--- src/rtl/cte_pkg.sv ---
// credential table engine package: operation and status codes, controller interface structs
// no dependencies
package cte_pkg;
	localparam logic [2:0] OP_ADD = 3'd0;
	localparam logic [2:0] OP_ERASE = 3'd1;
	localparam logic [2:0] OP_EDIT = 3'd2;
	localparam logic [2:0] OP_VALIDATE = 3'd3;
	localparam logic [2:0] OP_GET = 3'd4;
	localparam logic [2:0] OP_SET = 3'd5;
	localparam logic [2:0] OP_FORMAT = 3'd6;
	localparam logic [2:0] OP_UNKNOWN = 3'd7;

	localparam logic [2:0] ST_OK = 3'd0;
	localparam logic [2:0] ST_EMERG = 3'd1;
	localparam logic [2:0] ST_EXISTS = 3'd2;
	localparam logic [2:0] ST_FULL = 3'd3;
	localparam logic [2:0] ST_NOTFOUND = 3'd4;
	localparam logic [2:0] ST_BADPASS = 3'd5;

	localparam logic [1:0] WHICH_FIRST = 2'd0;
	localparam logic [1:0] WHICH_SECOND = 2'd1;
	localparam logic [1:0] WHICH_BOTH = 2'd2;

	localparam logic [7:0] BYTE_MASK = 8'hff;

	typedef struct packed {
		logic load;      // capture request fields, clear scan
		logic scan_step; // examine the current index, advance
		logic rd_issue;  // read the memory at the found index
		logic commit;    // perform the write and produce the result
		logic fmt_step;  // clear one used mark
	} cte_cmd_t;

	typedef struct packed {
		logic scan_last;
		logic fmt_last;
	} cte_stat_t;
endpackage

--- src/rtl/cte_ctrl.sv ---
// credential table engine controller: sequences scan, read, commit and format sweep
// depends on cte_pkg
module cte_ctrl import cte_pkg::*; (
	input  logic      clk,
	input  logic      arst_n,
	input  logic      start,
	input  logic      quick,
	input  logic      fmt,
	input  cte_stat_t stat,
	output logic      busy,
	output cte_cmd_t  cmd
);
	localparam logic [2:0] S_IDLE = 3'd0;
	localparam logic [2:0] S_SCAN = 3'd1;
	localparam logic [2:0] S_READ = 3'd2;
	localparam logic [2:0] S_WAIT = 3'd3;
	localparam logic [2:0] S_COMMIT = 3'd4;
	localparam logic [2:0] S_FMT = 3'd5;
	localparam logic [2:0] S_DECIDE = 3'd6;

	logic [2:0] state_q;
	logic [2:0] state_d;

	always_comb begin
		state_d = state_q;
		cmd = '0;
		case (state_q)
			S_IDLE: begin
				if (start) begin
					cmd.load = 1'b1;
					state_d = S_DECIDE;
				end
			end
			S_DECIDE: begin
				if (quick) state_d = S_COMMIT;
				else if (fmt) state_d = S_FMT;
				else state_d = S_SCAN;
			end
			S_SCAN: begin
				cmd.scan_step = 1'b1;
				if (stat.scan_last) state_d = S_WAIT;
			end
			// lets the compare of the last entry settle the found index
			S_WAIT: state_d = S_READ;
			S_READ: begin
				cmd.rd_issue = 1'b1;
				state_d = S_COMMIT;
			end
			S_COMMIT: begin
				cmd.commit = 1'b1;
				state_d = S_IDLE;
			end
			S_FMT: begin
				cmd.fmt_step = 1'b1;
				if (stat.fmt_last) state_d = S_COMMIT;
			end
			default: state_d = S_IDLE;
		endcase
	end

	always_ff @(posedge clk or negedge arst_n) begin
		if (!arst_n) state_q <= S_IDLE;
		else state_q <= state_d;
	end

	assign busy = (state_q != S_IDLE);

`ifndef NO_ASSERTIONS
	a_one_cmd: assert property (@(posedge clk) disable iff (!arst_n)
		$onehot0(cmd)) else $error("more than one command");
	a_commit_idle: assert property (@(posedge clk) disable iff (!arst_n)
		cmd.commit |=> !busy) else $error("busy after commit");
	a_start_load: assert property (@(posedge clk) disable iff (!arst_n)
		(start && !busy) |-> cmd.load) else $error("start not loaded");
`endif
endmodule

--- config.mk ---
export PLATFORM = sky130hd
export DESIGN_NAME = cte_ctrl
export DESIGN_NICKNAME = d
export VERILOG_FILES = /design/src/rtl/cte_pkg.sv /design/src/rtl/cte_ctrl.sv
export SDC_FILE = /design/constraint.sdc
export NUM_CORES = 1
export LEC_CHECK = 0
export BUFFER_PORTS_ARGS = -buffer_cell sky130_fd_sc_hd__buf_2
export CAP_MARGIN = 20
export CORE_AREA = 2 2 39 41
export DETAILED_ROUTE_END_ITERATION = 10
export DIE_AREA = 0 0 41 43
export GPL_TIMING_DRIVEN = 0
export HOLD_SLACK_MARGIN = 0.12
export PLACE_DENSITY = 0.35
export SYNTH_ARGS = -nofsm -noshare
export SYNTH_HDL_FRONTEND = slang
export SYNTH_SLANG_ARGS = --single-unit
--- constraint.sdc ---
create_clock -name clk -period 2.9 [get_ports clk]
set_clock_uncertainty 0.15 [all_clocks]
set_input_delay 0.58 -clock clk [delete_from_list [all_inputs] [get_ports clk]]
set_output_delay 0.58 -clock clk [all_outputs]
set_load 0.02 [all_outputs]
==> results.cfg <==
[yosys]
postSynthCellCount = 21
async_flop_share_pct = 100
synth_common_cells = 3 x dfrtp_1, 3 x inv_1, 2 x nor2_1
synthFlopType = dfrtp_1
synth_area_leaders = dfrtp_1 38%, inv_1 5.8%, o221a_2 5.8%
synth_seq_area_share_pct = 38.5
syn_area_um2 = 195
ys_seq_elements = 3
synth_nets = 28
synth-edff-count = 0
yosysUniqueCellTypes = 16
yosysWarnings = 0
yosys.area.top_type_share_pct = 38.5
post-synth-top-area-cell = dfrtp_1
syn_avg_cell_area_um2 = 9.29

[cells_and_area]
largest-register = state_q
drive_gt1_share_pct = 50.0
nNetsFinal = 46
fill_cells = 162
largest_register_ffs = 3
multiInputGateArea_um2 = 109
area_growth_pct = 59.6
diodes = 0
reg_top3 = state_q x3
seq_area_um2 = 75.1
final_util_pct = 22.5

[critical_path]
cp_data_arrival_time_ps = 1320
critical_path_class = flop to primary output
worstPathMaxFanout = 7
crit_path_start = state_q[0]
critPathRequiredTime_ps = 2170
r2r_start = state_q[1]
worstSetupEndpointType = primary output
crit_path_start_kind = flop

[global_routing]
grtUsageTotal_pct = 7.43
overflow = 0
grt_pass1_wl_um = 890
antenna_found_initial = 0
grt_pass1_vias = 242
grt_max_degree = 9

[pwr]
power_density_nw_per_um2 = 1110
vdd_drop_max_mv = 0.425
power.clock.fraction_pct = 21.2
leakagePower_uw = 0.000163
pwr-share-seq_pct = 27.2
p_int_uw = 193
finalPower_uw = 347
p_sw_uw = 154
swShare_pct = 44.4
combPwrFrac_pct = 51.6

[sta]
post-route-period-util_pct = 70.7
finalSetupViolations = 0
final_max_slew_viol_count = 0
max_slew_margin_pct = 85.9
worst_slack_ps = 851
hold_viol = 0
fmax_ghz = 0.488
rsz0062_at_grt = false
period_needed_ps = 2050
tightest_slew_ps = 210
setup-tns-final_ps = 0

[drt]
avgRoutedWirePerCell_um = 9.35
wl_um = 505
ant_nets = 0
drc = 0
first_pass_iters = 2
avgViaCountPerCell = 4.02
drt_iter0_drc = 2
num_vias = 217

[floorplanning]
placeableCoreArea_um2 = 1380
ios = 13
num_rows = 14
die_x_um = 41
start_util_pct = 14.1
dieHeight_um = 43
dieArea_um2 = 1760

[placed_design]
place_ws_ps = 1080
numPortBuffers = 12
dpl.hpwl_um = 416
place.gp.congestion = 0.756

[cts]
h-tree-depth = 1
cts_tree = built
numCtsBuffers = 3
cts_root_buf = clkbuf_4
clockBufferDepth = 2
worstSkewPairLatency_ps = 230
cts.sinks = 3
post_cts_resized = 0
cts.clk_slew.worst_paths_ps = 30

[flow_run]
cap_violations = 0

[outcome]
status = completed

[hold_path]
min_path_type = input pin to flop
worstHoldStart = quick
==> power by group through the flow <==
stage / clock network [uW] / registers [uW] / logic (uW)
after floorplan: 0 / 84.9 / 131
after global placement: 0 / 95.0 / 178
after detailed placement: 0 / 95.7 / 181
after CTS: 77.8 / 95.5 / 183
after global routing: 81.3 / 101 / 196
final: 73.4 / 94.4 / 179
==> final timing paths <==
kind	to	slack, ps	depth (start not counted)
worst max-delay path	cmd[4]	850	3
worst min-delay path	state_q[0]	420	2
worst max register to register	state_q[1]	1710	2
worst min register to register	state_q[0]	520	2
max in group asynchronous	state_q[1]	1970	2
min in group asynchronous	state_q[2]	520	2
==> critical path: stages (launching register included) <==
cell,delay [ps]
dfrtp_1,430
or3_4,420
nor2_2,80
buf_2,160
==> cell families (layout without fill, tap and decap cells) <==
kind of cell	count (synthesis)	after routing	share of synthesized area [%]
buffers and inverters	3	20	5.77
DFF	3	3	38.5
AOI/OAI and AO/OA	3	3	14.1
and+or+nand+nor	12	12	41.7
==> cells in the final DEF, fill, tap and decap left out <==
master / count
inv_1: 3
and2_1: 1
or3_4: 1
nand2b_2: 1
nor2_1: 2
nor3b_1: 1
clkbuf_1: 1
dlygate4sd3_1: 1
buf_2: 12
nor3_1: 1
or3b_1: 1
o32ai_1: 1
dfrtp_1: 3
nor2b_1: 1
nor2_2: 1
nand3b_1: 1
o211ai_1: 1
nand2b_1: 1
o221a_2: 1
clkbuf_4: 3
==> through the flow <==
stage | cell area [um^2] | cells | hold WS, ps
2_1_floorplan | 195 | 21 | 134
3_3_place_gp | 275 | 49 | 224
3_5_place_dp | 275 | 49 | 226
4_1_cts | 312 | 54 | 412
5_1_grt | 312 | 54 | 419
6_report | 312 | 54 | 415
==> metal layers <==
| metal | share of wire, % | global-route usage, % | routed length [um] |
|---|---|---|---|
| met3 | 9.3 | 4.71 | 47 |
| met4 | 0 | 2.00 | 0 |
| met1 | 49 | 8.36 | 245 |
| met2 | 42 | 11.3 | 212 |
| met5 | 0 | 0 | 0 |
==> cell type report <==
class / count / share of cell area [%]
Inverter: 3 / 3.61
Timing Repair Buffer: 13 / 22.5
Tap cell: 16 / 6.43
Multi-Input combinational cell: 15 / 34.9
Clock buffer: 4 / 8.43
Sequential cell: 3 / 24.1
==> what timing repair did <==
| item | CTS | global route |
|---|---|---|
| hold buffers | 1 | 0 |
| hold endpoints to repair | 3 | 0 |
| setup buffers | 0 | 0 |
| endpoints found under the setup margin | 0 | 0 |
Power figures use the tool's default switching activity.
